<file path="config.mk">
export PLATFORM = sky130hd
export DESIGN_NAME = bounded_history_stack_unit
export DESIGN_NICKNAME = d
export VERILOG_FILES = /design/src/design/bhs_pkg.sv /design/src/design/bounded_history_stack_unit.sv /design/src/design/bhs_ctrl.sv /design/src/design/bhs_datapath.sv
export SDC_FILE = /design/constraint.sdc
export NUM_CORES = 1
export LEC_CHECK = 0
export BUFFER_PORTS_ARGS = -buffer_cell sky130_fd_sc_hd__buf_2
export CORE_MARGIN = 4
export CORE_UTILIZATION = 55
export CTS_BUF_LIST = sky130_fd_sc_hd__clkbuf_2
export CTS_CLUSTER_SIZE = 20
export DETAILED_ROUTE_END_ITERATION = 10
export MAX_ROUTING_LAYER = met4
export PLACE_DENSITY = 0.72
export SYNTH_ARGS = -nofsm -noshare
export SYNTH_HDL_FRONTEND = slang
export SYNTH_SLANG_ARGS = --single-unit
export TNS_END_PERCENT = 50
</file>
<file path="constraint.sdc">
create_clock -name i_clk -period 7.4 [get_ports i_clk]
set_input_delay 0.37 -clock i_clk [delete_from_list [all_inputs] [get_ports i_clk]]
set_output_delay 0.37 -clock i_clk [all_outputs]
set_load 0.1 [all_outputs]
</file>
<file path="src/design/bhs_pkg.sv">
package bhs_pkg;

    // default sizes of the block
    localparam int DEF_CAPACITY     = 16;
    localparam int DEF_RECORD_WIDTH = 64;

    // fixed field widths of the request and result
    localparam int CMD_W      = 3;
    localparam int DEPTH_W    = 4;
    localparam int REC_PORT_W = 64;
    localparam int STATUS_W   = 2;
    localparam int CNT_PORT_W = 5;

    // command codes
    localparam logic [CMD_W-1:0] CMD_PUSH    = 3'd0;
    localparam logic [CMD_W-1:0] CMD_POP     = 3'd1;
    localparam logic [CMD_W-1:0] CMD_TOP     = 3'd2;
    localparam logic [CMD_W-1:0] CMD_QUERY   = 3'd3;
    localparam logic [CMD_W-1:0] CMD_ITERATE = 3'd4;
    localparam logic [CMD_W-1:0] CMD_CLEAR   = 3'd5;

    // status codes
    localparam logic [STATUS_W-1:0] ST_OK    = 2'd0;
    localparam logic [STATUS_W-1:0] ST_EMPTY = 2'd1;
    localparam logic [STATUS_W-1:0] ST_RANGE = 2'd2;

    typedef struct packed {
        logic [CMD_W-1:0]      cmd;
        logic [DEPTH_W-1:0]    depth_index;
        logic [REC_PORT_W-1:0] record_in;
    } t_req;

    typedef struct packed {
        logic [STATUS_W-1:0]   status;
        logic [REC_PORT_W-1:0] record_out;
        logic [CNT_PORT_W-1:0] entry_count;
        logic                  last;
    } t_result;

    // controller states
    typedef enum logic [1:0] {
        S_IDLE,
        S_READ,
        S_ITER
    } t_state;

    // controller to datapath
    typedef struct packed {
        logic                push;
        logic                pop;
        logic                clear;
        logic                rd_start;
        logic                rd_depth_in;
        logic                rd_next;
        logic                out_imm;
        logic [STATUS_W-1:0] imm_status;
        logic                out_rd;
        logic                out_last;
    } t_dp_cmd;

    // datapath to controller
    typedef struct packed {
        logic count_zero;
        logic depth_oob;
        logic iter_last;
    } t_dp_stat;

endpackage

</file>
<file path="src/design/bounded_history_stack_unit.sv">
// bounded history stack: a lifo of CAPACITY records that evicts the oldest
// record when a push arrives on a full stack
//
// request side: a request is taken at a rising edge where start is high and
// busy is low; i_req carries cmd, depth_index and record_in
// result side: each result sits on o_result for one cycle while
// o_result_valid is high; the receiver cannot stall, so it must take every
// result in that cycle
//
// latency: push, pop, clear, unused codes and all error cases give their
// single result in the cycle after the request; busy stays low, so a new
// request can go in every cycle
// top and query: result after the registered read of the record store and the
// result register, busy for one cycle
// iterate: one result per cycle for each held record, newest first, the
// first after the registered read and the result register; busy while the
// records are read out; the last result carries last
//
// reset (synchronous, active low) empties the stack and drops any pending
// result; the record store itself is not cleared
module bounded_history_stack_unit #(
    parameter int CAPACITY     = bhs_pkg::DEF_CAPACITY,
    parameter int RECORD_WIDTH = bhs_pkg::DEF_RECORD_WIDTH
) (
    input  logic             i_clk,
    input  logic             i_rst_n,
    input  logic             start,
    input  bhs_pkg::t_req    i_req,
    output logic             busy,
    output logic             o_result_valid,
    output bhs_pkg::t_result o_result
);
    import bhs_pkg::*;

    t_dp_cmd  dp_cmd;
    t_dp_stat dp_stat;

    // sequencing of each request
    bhs_ctrl u_ctrl (
        .i_clk   (i_clk),
        .i_rst_n (i_rst_n),
        .start   (start),
        .i_cmd   (i_req.cmd),
        .i_stat  (dp_stat),
        .o_cmd   (dp_cmd),
        .busy    (busy)
    );

    // ring store, pointers and result register
    bhs_datapath #(
        .CAPACITY     (CAPACITY),
        .RECORD_WIDTH (RECORD_WIDTH)
    ) u_datapath (
        .i_clk          (i_clk),
        .i_rst_n        (i_rst_n),
        .i_req          (i_req),
        .i_cmd          (dp_cmd),
        .o_stat         (dp_stat),
        .o_result_valid (o_result_valid),
        .o_result       (o_result)
    );

    // a push always answers ok in the next cycle
    a_push_answer: assert property (@(posedge i_clk) disable iff (!i_rst_n)
        (start && !busy && i_req.cmd == CMD_PUSH)
        |=> (o_result_valid && o_result.status == ST_OK && o_result.last))
        else $error("push not answered in next cycle");

    // error results carry no record
    a_err_zero: assert property (@(posedge i_clk) disable iff (!i_rst_n)
        (o_result_valid && o_result.status != ST_OK) |-> (o_result.record_out == '0))
        else $error("error result with nonzero record");

    // the final result of a request frees the block
    a_last_idle: assert property (@(posedge i_clk) disable iff (!i_rst_n)
        (o_result_valid && o_result.last) |-> !busy)
        else $error("busy after final result");

    // count never exceeds capacity
    a_count_cap: assert property (@(posedge i_clk) disable iff (!i_rst_n)
        o_result_valid |-> (32'(o_result.entry_count) <= CAPACITY))
        else $error("entry count above capacity");

endmodule

</file>
<file path="src/design/bhs_ctrl.sv">
module bhs_ctrl (
    input  logic                      i_clk,
    input  logic                      i_rst_n,
    input  logic                      start,
    input  logic [bhs_pkg::CMD_W-1:0] i_cmd,
    input  bhs_pkg::t_dp_stat         i_stat,
    output bhs_pkg::t_dp_cmd          o_cmd,
    output logic                      busy
);
    import bhs_pkg::*;

    t_state r_state;
    t_state n_state;
    logic   accept;

    assign busy   = (r_state != S_IDLE);
    assign accept = start && !busy;

    // state register
    always_ff @(posedge i_clk) begin
        if (!i_rst_n) begin
            r_state <= S_IDLE;
        end else begin
            r_state <= n_state;
        end
    end

    // next state
    always_comb begin
        n_state = r_state;
        case (r_state)
            S_IDLE: begin
                if (accept && !i_stat.count_zero) begin
                    case (i_cmd)
                        CMD_TOP:     n_state = S_READ;
                        CMD_QUERY:   n_state = i_stat.depth_oob ? S_IDLE : S_READ;
                        CMD_ITERATE: n_state = S_ITER;
                        default:     n_state = S_IDLE;
                    endcase
                end
            end
            S_READ:  n_state = S_IDLE;
            S_ITER:  n_state = i_stat.iter_last ? S_IDLE : S_ITER;
            default: n_state = S_IDLE;
        endcase
    end

    // datapath commands
    always_comb begin
        o_cmd            = '0;
        o_cmd.imm_status = ST_OK;
        case (r_state)
            S_IDLE: begin
                if (accept) begin
                    case (i_cmd)
                        CMD_PUSH: begin
                            o_cmd.push    = 1'b1;
                            o_cmd.out_imm = 1'b1;
                        end
                        CMD_POP: begin
                            o_cmd.out_imm = 1'b1;
                            if (i_stat.count_zero) begin
                                o_cmd.imm_status = ST_EMPTY;
                            end else begin
                                o_cmd.pop = 1'b1;
                            end
                        end
                        CMD_TOP, CMD_ITERATE: begin
                            if (i_stat.count_zero) begin
                                o_cmd.out_imm    = 1'b1;
                                o_cmd.imm_status = ST_EMPTY;
                            end else begin
                                o_cmd.rd_start = 1'b1;
                            end
                        end
                        CMD_QUERY: begin
                            if (i_stat.count_zero) begin
                                o_cmd.out_imm    = 1'b1;
                                o_cmd.imm_status = ST_EMPTY;
                            end else if (i_stat.depth_oob) begin
                                o_cmd.out_imm    = 1'b1;
                                o_cmd.imm_status = ST_RANGE;
                            end else begin
                                o_cmd.rd_start    = 1'b1;
                                o_cmd.rd_depth_in = 1'b1;
                            end
                        end
                        CMD_CLEAR: begin
                            o_cmd.clear   = 1'b1;
                            o_cmd.out_imm = 1'b1;
                        end
                        default: begin
                            o_cmd.out_imm = 1'b1;
                        end
                    endcase
                end
            end
            S_READ: begin
                o_cmd.out_rd   = 1'b1;
                o_cmd.out_last = 1'b1;
            end
            S_ITER: begin
                o_cmd.out_rd   = 1'b1;
                o_cmd.out_last = i_stat.iter_last;
                o_cmd.rd_next  = 1'b1;
            end
            default: begin
                o_cmd = '0;
            end
        endcase
    end

endmodule

</file>
<file path="src/design/bhs_datapath.sv">
module bhs_datapath #(
    parameter int CAPACITY     = bhs_pkg::DEF_CAPACITY,
    parameter int RECORD_WIDTH = bhs_pkg::DEF_RECORD_WIDTH
) (
    input  logic             i_clk,
    input  logic             i_rst_n,
    input  bhs_pkg::t_req    i_req,
    input  bhs_pkg::t_dp_cmd i_cmd,
    output bhs_pkg::t_dp_stat o_stat,
    output logic             o_result_valid,
    output bhs_pkg::t_result o_result
);
    import bhs_pkg::*;

    localparam int PW = $clog2(CAPACITY);
    localparam int CW = $clog2(CAPACITY + 1);
    localparam int XW = (CW > DEPTH_W) ? CW : DEPTH_W;

    logic [RECORD_WIDTH-1:0] r_mem [CAPACITY];
    logic [RECORD_WIDTH-1:0] r_rd_data;
    logic [PW-1:0]           r_top;
    logic [PW-1:0]           n_top;
    logic [CW-1:0]           r_count;
    logic [CW-1:0]           n_count;
    logic [PW-1:0]           r_idx;
    logic                    r_out_valid;
    t_result                 r_out;

    logic [PW-1:0]           top_inc;
    logic [PW-1:0]           rd_depth;
    logic [PW:0]             rd_diff;
    logic [PW-1:0]           rd_addr;
    logic                    rd_en;

    // status toward the controller
    assign o_stat.count_zero = (r_count == '0);
    assign o_stat.depth_oob  = (XW'(i_req.depth_index) >= XW'(r_count));
    assign o_stat.iter_last  = ((CW'(r_idx) + CW'(1)) == r_count);

    // ring pointer and count updates
    assign top_inc = (r_top == PW'(CAPACITY - 1)) ? '0 : r_top + PW'(1);

    always_comb begin
        n_top   = r_top;
        n_count = r_count;
        if (i_cmd.push) begin
            n_top   = top_inc;
            n_count = (r_count == CW'(CAPACITY)) ? r_count : r_count + CW'(1);
        end else if (i_cmd.pop) begin
            n_top   = (r_top == '0) ? PW'(CAPACITY - 1) : r_top - PW'(1);
            n_count = r_count - CW'(1);
        end else if (i_cmd.clear) begin
            n_top   = '0;
            n_count = '0;
        end
    end

    // depth to ring slot
    always_comb begin
        if (i_cmd.rd_start) begin
            rd_depth = i_cmd.rd_depth_in ? PW'(i_req.depth_index) : '0;
        end else begin
            rd_depth = r_idx + PW'(1);
        end
        rd_diff = {1'b0, r_top} - {1'b0, rd_depth};
        rd_addr = rd_diff[PW] ? PW'(rd_diff + (PW + 1)'(CAPACITY)) : rd_diff[PW-1:0];
        rd_en   = i_cmd.rd_start || (i_cmd.rd_next && !o_stat.iter_last);
    end

    // record store
    always_ff @(posedge i_clk) begin
        if (i_cmd.push) begin
            r_mem[top_inc] <= RECORD_WIDTH'(i_req.record_in);
        end
        if (rd_en) begin
            r_rd_data <= r_mem[rd_addr];
        end
    end

    // control state
    always_ff @(posedge i_clk) begin
        if (!i_rst_n) begin
            r_top       <= '0;
            r_count     <= '0;
            r_idx       <= '0;
            r_out_valid <= 1'b0;
        end else begin
            r_top       <= n_top;
            r_count     <= n_count;
            r_out_valid <= i_cmd.out_imm || i_cmd.out_rd;
            if (i_cmd.rd_start) begin
                r_idx <= '0;
            end else if (i_cmd.rd_next) begin
                r_idx <= r_idx + PW'(1);
            end
        end
    end

    // result register
    always_ff @(posedge i_clk) begin
        if (i_cmd.out_imm) begin
            r_out.status      <= i_cmd.imm_status;
            r_out.record_out  <= '0;
            r_out.entry_count <= CNT_PORT_W'(n_count);
            r_out.last        <= 1'b1;
        end else if (i_cmd.out_rd) begin
            r_out.status      <= ST_OK;
            r_out.record_out  <= REC_PORT_W'(r_rd_data);
            r_out.entry_count <= CNT_PORT_W'(r_count);
            r_out.last        <= i_cmd.out_last;
        end
    end

    assign o_result_valid = r_out_valid;
    assign o_result       = r_out;

endmodule
</file>
Yosys cells after proc, flatten, opt, wreduce, memory -nomap -nowiden
Memory sizes are Yosys's and may differ from the RTL's. A register that Yosys moved wholly into a read port is not among the register bits.
Cells that the tools add are included.
W data, S select, Z words.
Word-level totals
  register bits: 88
  RAM bits: 1024
  output and inout bits: 74
  logic and storage cells: 89
  memories kept: 1
Memory list
  u_datapath.r_mem: words 16, width 64, read ports 1, clocked after memory_dff 1, write ports 1, RTL line bhs_datapath.sv:19  | logic [RECORD_WIDTH-1:0] r_mem [CAPACITY];
Cells by class
  $add $sub $neg: 8
  $lt $le $gt $ge: 1
  equality and inequality tests: 11
  multiplexer cells: 41
  bitwise operators: 1
  reduce and logical (&&, ||, !) cells: 17
Operators by type and width (number)
  $mux W72: 2
  $mux W4: 8
  $mux W5: 6
  $mux W3: 5
  $add A4 B1 Y4 const B: 3
  $pmux W2 S3: 2
  $mux W1: 10
  $mux W2: 4
  $pmux W2 S2: 2
  $eq A3 B2 Y1 const B: 2
  $eq A3 B3 Y1 const B: 2
  $add A4 B1 Y5 const B: 1
  $add A5 B1 Y5 const B: 1
  $eq A5 B5 Y1: 1
  $eq A5 B5 Y1 const B: 1
  $ge A4 B5 Y1: 1
  $logic_not A5 Y1: 1
  $sub A4 B4 Y5: 1
  $sub A5 B1 Y5 const B: 1
  $eq A4 B4 Y1 const B: 1
  $logic_not A4 Y1: 1
  $pmux W1 S2: 2
  $reduce_bool A2 Y1: 2
  $reduce_or A2 Y1: 2
  12 further kinds: 17

Longest topological paths before layout
Gate-level depths: netlist of run 1.
  depth after elaboration: 11
  depth in mapped cells: 20

By module
Synthesis of run 1 repeated with hierarchy kept, for this count alone.
Second synthesis, totals
  cells, all modules: 2241
  area, all modules: 44854.3 um^2
By module, submodules not included
  bhs_datapath: instances 1, cells an instance 2200, area each 44554.0 um^2, seq. area each 34463.1 um^2
  bhs_ctrl: instances 1, cells an instance 41, area each 300.3 um^2, seq. area each 40.0 um^2

Least setup slack after synthesis of run 1
OpenSTA, ideal clock, no wires.
  path type: reg-to-reg
  start point: register u_datapath.r_count[2]
  end point: register u_datapath.r_rd_data[10] (read register of u_datapath.r_mem) (data pin)
  data arrival time: 4.093 ns
  required time: 7.121 ns
  path slack: 3.028 ns
  stages on the path, launching flop included: 19
  clock period less this slack: 4.372 ns
  path through: dfxtp_1 > clkbuf_1 > inv_1 > ha_1 > a2111oi_2 > a211oi_1 > or2_2 > a22oi_1 > ha_1 > a21oi_1 > o21ai_0 > xor2_1 > and3_1 > or4_1 > clkbuf_1 > buf_6 > buf_6 > mux2i_1 > mux2i_1
Between the ends
  word-level cells in the longest chain between the ends: 11
  elaborated cells between the ends (all ways): 18
  classes of those cells: add/sub (2); order compare (1); eq/ne (1); mux (10); reduce/logical (4)
RTL lines
  from (decl): RTL line bhs_datapath.sv:23  | logic [CW-1:0] r_count;
  from (signal assigned): RTL line bhs_datapath.sv:89  | r_count <= n_count;
  $ge A4 B5 Y1: RTL line bhs_datapath.sv:37  | assign o_stat.depth_oob = (XW'(i_req.depth_index) >= XW'(r_count));
  $mux W2: RTL line bhs_ctrl.sv:80  | end else if (i_stat.depth_oob) begin
  $mux W2: RTL line bhs_ctrl.sv:77  | if (i_stat.count_zero) begin
  $mux W1: RTL line bhs_ctrl.sv:55  | case (i_cmd)
  $mux W5: RTL line bhs_ctrl.sv:54  | if (accept) begin
  $mux W5: RTL line bhs_ctrl.sv:52  | case (r_state)
  $mux W4: RTL line bhs_datapath.sv:61  | rd_depth = i_cmd.rd_depth_in ? PW'(i_req.depth_index) : '0;
  $mux W4: RTL line bhs_datapath.sv:60  | if (i_cmd.rd_start) begin
  $sub A4 B4 Y5: RTL line bhs_datapath.sv:65  | rd_diff = {1'b0, r_top} - {1'b0, rd_depth};
  $add A4 B1 Y4: RTL line bhs_datapath.sv:66  | rd_addr = rd_diff[PW] ? PW'(rd_diff + (PW + 1)'(CAPACITY)) : rd_diff[PW-1:0];
  $mux W4: RTL line bhs_datapath.sv:66
  to (decl): RTL line bhs_datapath.sv:20  | logic [RECORD_WIDTH-1:0] r_rd_data;
Parallel ways exist; a longest one is shown, timed or not.
A chain may end at the register's enable or synchronous reset.

Worst setup path after layout of run 1
  start point: register u_datapath.r_count[2]
  end point: register u_datapath.r_rd_data[37] (read register of u_datapath.r_mem) (data pin)
Same word-level chain as after synthesis.

==> flow_metrics.py, run 1 <==
metrics = {
    "floorplan": {
        "io_pins": 148,
        "die-area_sq_um": 86510,
        "die_y_um": 294.1,
        "core-area_sq_um": 80810,
        "core.rowCount": 104,
        "die_x_um": 294.1,
        "start_util_pct": 55.72,
    },
    "synthesis": {
        "ys_types": 52,
        "yosys.area.top_type": "edfxtp_1",
        "synth_adder_area_share_pct": 0.6002,
        "synth_ff_type": "edfxtp_1",
        "syn_nets": 2169,
        "synth-simple-area-share_pct": 1.759,
        "synth_xor_area_share_pct": 0.2723,
        "synth_cells": 2074,
        "synth_sequential_area_ratio_pct": 76.63,
        "synth_area_leaders": "edfxtp_1, mux4_2, mux2i_1",
        "synth_compound_area_share_pct": 0.9364,
        "synth_top_family_by_area": "multiplexers",
        "synth_edf_count": 1095,
        "async_reset_ff_share_pct": 0,
        "synth_top_area_share_pct": 73.02,
        "synth_mux_area_share_pct": 18.54,
        "synth-seq-cells": 1176,
        "synth_area_sq_um": 45030,
        "syn_avg_cell_area_sq_um": 21.71,
        "yosysWarnings": 0,
    },
    "run": {
        "max_cap_violations": 0,
    },
    "run_status": {
        "status": "completed",
    },
    "timing": {
        "tns_ns": 0,
        "relSlewSlack_pct": 30.16,
        "final-hold-violation-count": 0,
        "finClkSkew_ns": 0.1484,
        "slew_viol_final": 0,
        "worst-slew-pin-transition_ns": 1.048,
        "fmax_ghz": 0.1637,
        "fin_crit_ns": 6.110,
        "timing.final.ws_setup_ns": 1.290,
        "rsz0062_at_grt": "no",
        "setup_viol": 0,
        "period_share_pct": 82.57,
    },
    "layout": {
        "areaGrowthSynthToFinish_pct": 13.52,
        "drive_gt1_share_pct": 32.66,
        "layout_common_cells": "edfxtp_1, clkbuf_2, mux2i_1",
        "fin_nets": 2701,
        "fill_cells": 5571,
        "fin_cells": 3875,
        "final_common_cell": "edfxtp_1",
    },
    "global_routing": {
        "grt_overflow": 0,
        "grt_pass1_wl_mm": 147.7,
        "antenna_found_initial": 7,
        "grt_pass1_vias": 24030,
        "grt_usage_pct": 23.94,
        "grt_max_degree": 93,
    },
    "critical_path": {
        "crit_buf_inv": 4,
        "end_kind": "flop",
        "path_class": "flop to flop",
        "r2r_start": "u_datapath.r_count[2]$_SDFF_PN0_",
        "crit_family": "compound AO/OA/AOI/OAI gates",
        "start_kind": "flop",
        "critPathArrivalTime_ns": 7.15,
        "worst_path_largest_cell_delay_ns": 0.80,
        "worst-endpoint-required_ns": 8.44,
        "r2r_setup_slack_ns": 1.29,
        "cp_max_fo": 42,
        "slowest_stage": "or4_4",
        "worstSetupStartpoint": "u_datapath.r_count[2]$_SDFF_PN0_",
        "cp_cell_sequence": "inv_1, ha_1, nand3_1, dlygate4sd3_1, a211oi_1, or2_2, a22o_1, inv_1, ha_1, nand2_1, o21ai_0, xor2_1, a2111oi_0, or4_4, buf_4, mux2i_1, mux2i_1",
    },
    "power_and_ir_drop": {
        "vdd_ir_drop_max_uv": 293.7,
        "p_per_area_nw_per_um2": 322.1,
        "leakage_nw": 17.62,
        "p_total_mw": 16.46,
    },
    "cts": {
        "cts_repair_resize_count": 0,
        "h-tree-depth": 5,
        "cts_setup_buffers": 0,
        "cts_root_buffer": "clkbuf_2",
        "clock_latency_ns": 1.42,
        "cts_sinks": 1176,
        "clk_pin_slew_ns": 0.11,
        "cts_buffers": 300,
        "cts_tree": "done",
        "cts.hold.buffers_added": 155,
        "clockBufferDepth": 4,
    },
    "placement": {
        "numPortBuffers": 147,
        "dp_hpwl_mm": 48.98,
        "globalplace.congestion": 0.8480,
        "dp_slack_ns": 1.891,
        "dp_cells": 3209,
    },
    "hold_path": {
        "min_path_type": "primary input to flop",
        "hp-start": "i_req[69]",
    },
    "routing": {
        "post-route-drc-count": 0,
        "wl_mm": 98.58,
        "drt-met1-wl_mm": 39.33,
        "met3WireLength_mm": 7.137,
        "routed-via-count": 22710,
        "top_layer": "met4",
        "wl_met2_mm": 49.80,
        "viasPerCell": 5.860,
        "drtPass1Iterations": 5,
        "antenna_left": 0,
        "first_iter_violations": 1939,
        "wl_per_cell_um": 25.44,
    },
}
## per-layer routing
layer  up-vias  GRT usage, %
met2       996         38.30
li1       9809             -
met3       162         5.562
met1     11740         30.90
met5         -             -
met4         0         7.851
## report_power, final
group | internal [mW] | total (mW) | switching, mW
logic | 2.03 | 4.74 | 2.71
registers | 7.58 | 7.69 | 0.110
clock network | 1.60 | 4.03 | 2.43
total | 11.2 | 16.5 | 5.25
## path summary, 6_finish.rpt
path | to | depth (start not counted)
setup / recovery | u_datapath.r_rd_data[37]$_DFFE_PP_ | 17
hold / removal | u_datapath.o_result[70]$_DFFE_PP_ | 6
setup reg to reg | u_datapath.r_rd_data[37]$_DFFE_PP_ | 17
hold reg to reg | u_datapath.o_result[9]$_SDFFE_PP0N_ | 2
## through the flow
step                      cell area, sq um  hold WS [ns]  util [%]
final                                51120        0.2260     63.26
after global routing                 51120        0.1318     63.26
after CTS                            51100       0.02862     63.24
after detailed placement             47080        0.4715     58.26
after global placement               47080        0.4636     58.26
after floorplan                      45030        0.4566         -
## registers in the layout (all words and copies together) (netlist names)
name                       flops
u_datapath.r_idx               4
u_datapath.r_mem            1024
u_ctrl.r_state                 2
u_datapath.r_top               4
u_datapath.r_count             5
u_datapath.o_result_valid      1
u_datapath.r_rd_data          64
u_datapath.o_result           72
## cell usage after synthesis, types with 7 or more instances
cell type / n
dfxtp_1: 81
mux4_2: 256
mux2i_1: 258
o21ai_0: 12
nand2_1: 20
buf_6: 15
a21oi_1: 11
edfxtp_1: 1095
ha_1: 20
nor2_1: 87
nand3_1: 7
inv_1: 18
clkbuf_1: 88
and2_1: 7
xor2_1: 8
and3_1: 18
## cells by family after synthesis
kind of cell / Yosys count
flip-flops: 1176
multiplexers: 514
AND/OR/NAND/NOR: 168
buffers and inverters: 122
AO/OA/AOI/OAI: 59
adder cells (fa/ha/maj): 21
XOR/XNOR: 14
## worst reg2reg max path: cells and delay by family (launching register included)
family | cells | cell delay [ns]
AO/OA/AOI/OAI | 4 | 1.46
XOR/XNOR | 1 | 0.15
adder cells (fa/ha/maj) | 2 | 0.63
buffers and inverters | 4 | 1.38
flip-flops | 1 | 0.59
multiplexers | 2 | 0.40
AND/OR/NAND/NOR | 4 | 1.22
## area by class of cell
type                    count  area [sq um]  share of cell area (%)
diodes                      7         17.52                 0.03427
clock buffers             438          2192                   4.288
clock inverters            66         279.0                  0.5458
inverters                  18         67.56                  0.1322
multi-input cells         776         10100                   19.77
flip-flops and latches   1176         34500                   67.50
well taps                1060          1326                   2.595
repair buffers            334          2628                   5.140
Note: power is estimated with default switching activity, not from simulation.
==> inputs of run 2 (changes only) <==
Settings changed: PLACE_DENSITY 0.72 to 0.75.
Clock period 7.4 ns to 5.2 ns, I/O delays scaled along.
==> flow_metrics.py, run 2 (synthesis gave the netlist of run 1 again) <==
metrics = {
    "cts": {
        "h-tree-depth": 5,
        "cts_sinks": 1176,
        "cts_buffers": 297,
        "clk_pin_slew_ns": 0.10,
        "clock_latency_ns": 1.37,
        "cts_root_buffer": "clkbuf_2",
        "clockBufferDepth": 4,
        "cts_tree": "done",
    },
    "timing": {
        "setup_viol": 0,
        "period_share_pct": 95.98,
        "slew_viol_final": 0,
        "fmax_ghz": 0.2004,
        "fin_crit_ns": 4.991,
        "tns_ns": 0,
        "worst-slew-pin-transition_ns": 1.112,
        "timing.final.ws_setup_ns": 0.2091,
        "relSlewSlack_pct": 25.84,
        "final-hold-violation-count": 0,
        "finClkSkew_ns": 0.08725,
        "rsz0062_at_grt": "no",
    },
    "critical_path": {
        "crit_family": "buffers and inverters",
        "end_kind": "flop",
        "crit_cells": 18,
        "worst_path_largest_cell_delay_ns": 0.71,
        "critPathArrivalTime_ns": 6.03,
        "path_class": "primary input to flop",
        "cp_common_cell": "dlygate4sd3_1",
        "crit_buf_inv": 6,
        "rr_worst_depth": 16,
        "start_kind": "primary input",
        "cp_cell_sequence": "dlygate4sd3_1, dlygate4sd3_1, buf_2, dlygate4sd3_1, inv_1, nor3_1, o21ai_0, or2_2, a22oi_1, ha_1, a21oi_1, o21ai_0, xor2_1, and3_1, or4_4, buf_4, mux2i_1, mux2i_1",
        "worst-endpoint-required_ns": 6.24,
        "worstSetupStartpoint": "i_req[70]",
        "slowest_stage": "or4_4",
        "r2r_start": "u_datapath.r_count[1]$_SDFF_PN0_",
        "cp_max_fo": 20,
    },
    "floorplan": {
        "start_util_pct": 55.72,
        "die-area_sq_um": 86510,
        "io_pins": 148,
        "die_x_um": 294.1,
        "core.rowCount": 104,
        "die_y_um": 294.1,
        "core-area_sq_um": 80810,
    },
    "hold_path": {
        "hp-start": "i_req[68]",
        "min_path_type": "primary input to flop",
        "whs_path_depth": 8,
    },
    "global_routing": {
        "grt_overflow": 0,
        "grt_max_degree": 63,
        "grt_pass1_vias": 24400,
        "antenna_found_initial": 11,
        "grt_pass1_wl_mm": 149.5,
        "grt_usage_pct": 24.14,
    },
    "run_status": {
        "status": "finished, violations left",
        "violations": "DRC",
    },
    "placement": {
        "dp_hpwl_mm": 51.44,
        "dp_slack_ns": 0.2508,
        "numPortBuffers": 147,
        "globalplace.congestion": 0.8384,
    },
    "layout": {
        "fin_nets": 2731,
        "fill_cells": 5431,
        "areaGrowthSynthToFinish_pct": 14.79,
        "layout_common_cells": "edfxtp_1, clkbuf_2, mux2i_1",
        "drive_gt1_share_pct": 33.58,
        "final_common_cell": "edfxtp_1",
        "top_register": "u_datapath.r_mem",
        "largest_register_ffs": 1024,
    },
    "routing": {
        "viasPerCell": 5.870,
        "routed-via-count": 23050,
        "first_iter_violations": 2307,
        "wl_per_cell_um": 25.41,
        "antenna_left": 0,
        "wl_mm": 99.78,
        "drtPass1Iterations": 10,
        "post-route-drc-count": 1,
    },
    "power_and_ir_drop": {
        "power_switching_mw": 7.605,
        "leakage_nw": 17.89,
        "p_sw_share_pct": 31.88,
        "vdd_ir_drop_max_uv": 260.1,
        "p_int_mw": 16.25,
        "p_total_mw": 23.86,
        "sequentialPowerShare_pct": 45.9,
        "p_clk_share_pct": 24.9,
        "combPwrFrac_pct": 29.2,
        "p_per_area_nw_per_um2": 461.6,
    },
    "run": {
        "max_cap_violations": 0,
    },
}
[run 2: per-layer routing]
metal  wire length, um  global-route usage [%]  up-vias
met2             50450                   38.59     1038
met4              1963                   7.246        0
met1             40120                   31.63    11940
met5                 0                       -        -
li1                  -                       -     9911
met3              7233                   5.434      164
[run 2: worst paths after layout]
check             slack [ns]                                    to
setup / recovery        0.21    u_datapath.r_rd_data[26]$_DFFE_PP_
setup reg to reg        0.25    u_datapath.r_rd_data[26]$_DFFE_PP_
hold reg to reg         0.46  u_datapath.o_result[31]$_SDFFE_PP0N_
hold / removal          0.33   u_datapath.o_result[0]$_SDFFE_PP1N_
[run 2: timing repair]
item / 4_1_cts / 5_1_grt
hold buffers: 156 / 0
buffers inserted: 0 / 7
resized for setup: 0 / 3
endpoints found under the hold margin: 1154 / 0
setup endpoints to repair: 0 / 37
[run 2: cell type report]
class,instances,area (sq um),area share [%]
sequential,1176,34500,66.76
multi-input combinational,776,10100,19.55
clock buffer,446,2232,4.319
inverter,18,67.56,0.1307
antenna,11,27.53,0.05326
clock inverter,73,362.8,0.7020
tap,1060,1326,2.566
timing repair buffer,367,3060,5.921
[run 2: worst reg2reg max path, delay by kind of cell (launching register included)]
| family | cells | cell delay (ns) |
|---|---|---|
| fa+ha+maj | 2 | 0.58 |
| flops | 1 | 0.50 |
| mux | 2 | 0.33 |
| simple gates | 5 | 1.72 |
| buf+inv | 2 | 0.49 |
| compound gates | 4 | 0.77 |
| xor+xnor | 1 | 0.20 |
[run 2: power groups by stage]
stage / Sequential (mW) / Combinational (mW) / Clock [mW]
after floorplan: 12.1 / 4.36 / 0
after global placement: 11.2 / 6.75 / 0
after detailed placement: 11.2 / 6.90 / 0
after CTS: 11.0 / 7.01 / 6.09
after global routing: 11.0 / 7.41 / 6.65
final: 11.0 / 6.97 / 5.93
[run 2: through the flow]
step	cells	hold WS (ns)	instance area [sq um]	util, %
after floorplan	2074	0.3589	45030	-
after global placement	3234	0.4614	47440	58.71
after detailed placement	3234	0.4738	47440	58.71
after CTS	3909	0.09590	51600	63.85
after global routing	3927	0.2257	51690	63.96
final	3927	0.3295	51690	63.96
==> inputs of run 3 (changes only) <==
Settings changed: BUFFER_PORTS_ARGS -buffer_cell sky130_fd_sc_hd__buf_2 to -buffer_cell sky130_fd_sc_hd__clkbuf_2.
==> flow_metrics.py, run 3 (synthesis gave the netlist of run 1 again) <==
metrics = {
    "run_status": {
        "status": "completed",
    },
    "power_and_ir_drop": {
        "p_per_area_nw_per_um2": 460.2,
        "leakage_nw": 17.72,
        "vdd_ir_drop_max_uv": 345.1,
    },
    "cts": {
        "clk_pin_slew_ns": 0.10,
        "cts_root_buffer": "clkbuf_2",
        "h-tree-depth": 5,
        "cts_sinks": 1176,
        "cts_tree": "done",
        "cts_buffers": 293,
        "clockBufferDepth": 4,
        "clock_latency_ns": 1.43,
    },
    "global_routing": {
        "grt_overflow": 0,
        "grt_max_degree": 73,
        "grt_pass1_wl_mm": 147.2,
        "grt_usage_pct": 23.81,
        "grt_pass1_vias": 24260,
        "antenna_found_initial": 9,
    },
    "routing": {
        "wl_per_cell_um": 25.28,
        "drtPass1Iterations": 5,
        "routed-via-count": 22820,
        "viasPerCell": 5.880,
        "post-route-drc-count": 0,
        "antenna_left": 0,
        "wl_mm": 98.10,
        "first_iter_violations": 2088,
    },
    "critical_path": {
        "start_kind": "flop",
        "cp_max_fo": 72,
        "critPathArrivalTime_ns": 5.98,
        "r2r_setup_slack_ns": 0.28,
        "end_kind": "flop",
        "rr_worst_depth": 16,
        "worst-endpoint-required_ns": 6.26,
        "path_class": "flop to flop",
    },
    "hold_path": {
        "min_path_type": "primary input to flop",
        "whs_path_depth": 7,
    },
    "timing": {
        "worst-slew-pin-transition_ns": 1.075,
        "final-hold-violation-count": 0,
        "fmax_ghz": 0.2031,
        "slew_viol_final": 0,
        "setup_viol": 0,
        "tns_ns": 0,
        "rsz0062_at_grt": "no",
        "finClkSkew_ns": 0.1210,
        "relSlewSlack_pct": 28.33,
        "fin_crit_ns": 4.923,
        "period_share_pct": 94.67,
    },
    "layout": {
        "final_cell_area_sq_um": 51540,
        "drive_gt1_share_pct": 32.62,
        "final_common_cell": "edfxtp_1",
        "layout_common_cells": "edfxtp_1, clkbuf_2, mux2i_1",
        "fin_nets": 2717,
        "top_register": "u_datapath.r_mem",
        "areaGrowthSynthToFinish_pct": 14.46,
        "largest_register_ffs": 1024,
    },
    "floorplan": {
        "die_y_um": 294.1,
        "die_x_um": 294.1,
        "die-area_sq_um": 86510,
        "core-area_sq_um": 80810,
        "core.rowCount": 104,
        "io_pins": 148,
        "start_util_pct": 55.72,
    },
    "placement": {
        "numPortBuffers": 147,
        "dp_hpwl_mm": 50.60,
        "place_area_sq_um": 47450,
        "globalplace.congestion": 0.8283,
    },
    "run": {
        "max_cap_violations": 0,
    },
}
==> run 3: cell types whose count changed in the layout (fill, tap and decap cells not counted), moves of 2 or more <==
cell,before,now
buf_2,147,0
clkbuf_2,446,553
buf_4,40,33
bufinv_16,3,7
buf_6,2,0
diode_2,11,9
dlygate4sd3_1,156,154
==> run 3: worst max-delay path: stages, from the launching register on <==
cell and delay, ns:
dfxtp_1 0.51, ha_1 0.29, nand2b_1 0.17, nand3_1 0.09, dlygate4sd3_1 0.55, a211oi_1 0.09
or2_2 0.37, a22oi_1 0.18, ha_1 0.34, a21oi_1 0.17, o21ai_1 0.12, xor2_1 0.18
and3_1 0.20, or4_4 0.59, buf_16 0.28, mux2i_1 0.29, mux2i_1 0.10
==> run 3: cell type report <==
class / instances / area [sq um]
antenna: 9 / 22.52
multi-input combinational: 776 / 10100
inverter: 18 / 67.56
clock inverter: 78 / 488.0
clock buffer: 406 / 2032
tap: 1060 / 1326
fill: 5461 / 29270
sequential: 1176 / 34500
timing repair buffer: 357 / 2993
==> run 3: stage by stage <==
| stage | total power, mW | utilization, % | std cells | hold slack [ns] | setup WS, ns |
|---|---|---|---|---|---|
| CTS | 23.95 | 63.74 | 3871 | 0.1714 | 0.2755 |
| global route | 24.94 | 63.78 | 3879 | 0.3200 | 0.02325 |
| finish | 23.72 | 63.78 | 3880 | 0.3795 | 0.2770 |
| global placement | 17.87 | 58.71 | 3233 | 0.4636 | 0.5823 |
| floorplan | 16.43 | - | 2074 | 0.3589 | 0.8283 |
| detailed placement | 18.00 | 58.71 | 3233 | 0.4760 | 0.4354 |
==> run 3: path summary, 6_finish.rpt <==
path                                          endpoint                                from
hold / removal        u_datapath.r_count[0]$_SDFF_PN0_                               start
hold reg to reg   u_datapath.o_result[44]$_SDFFE_PP0N_  u_datapath.r_rd_data[38]$_DFFE_PP_
setup / recovery    u_datapath.r_rd_data[12]$_DFFE_PP_    u_datapath.r_count[0]$_SDFF_PN0_
setup reg to reg    u_datapath.r_rd_data[12]$_DFFE_PP_    u_datapath.r_count[0]$_SDFF_PN0_
==> run 3: metal layers <==
| layer | GRT usage [%] | share of wire, % |
|---|---|---|
| met1 | 31.62 | 40 |
| met2 | 37.33 | 50 |
| met3 | 5.457 | 7.6 |
| met4 | 7.614 | 1.9 |
| met5 | - | 0 |
==> run 3: repair_timing <==
| action | in CTS | in global routing |
|---|---|---|
| resized for setup | 0 | 3 |
| hold endpoints to repair | 1148 | 0 |
| setup buffers | 0 | 0 |
| hold buffers | 154 | 0 |
| endpoints found under the setup margin | 0 | 29 |
==> run 3: where the power goes <==
| group | total, mW | switching [mW] | internal [mW] | leakage (nW) |
|---|---|---|---|---|
| registers | 11.0 | 0.175 | 10.8 | 10.5 |
| clock network | 5.89 | 3.46 | 2.44 | 1.93 |
| logic | 6.86 | 3.86 | 3.00 | 5.27 |
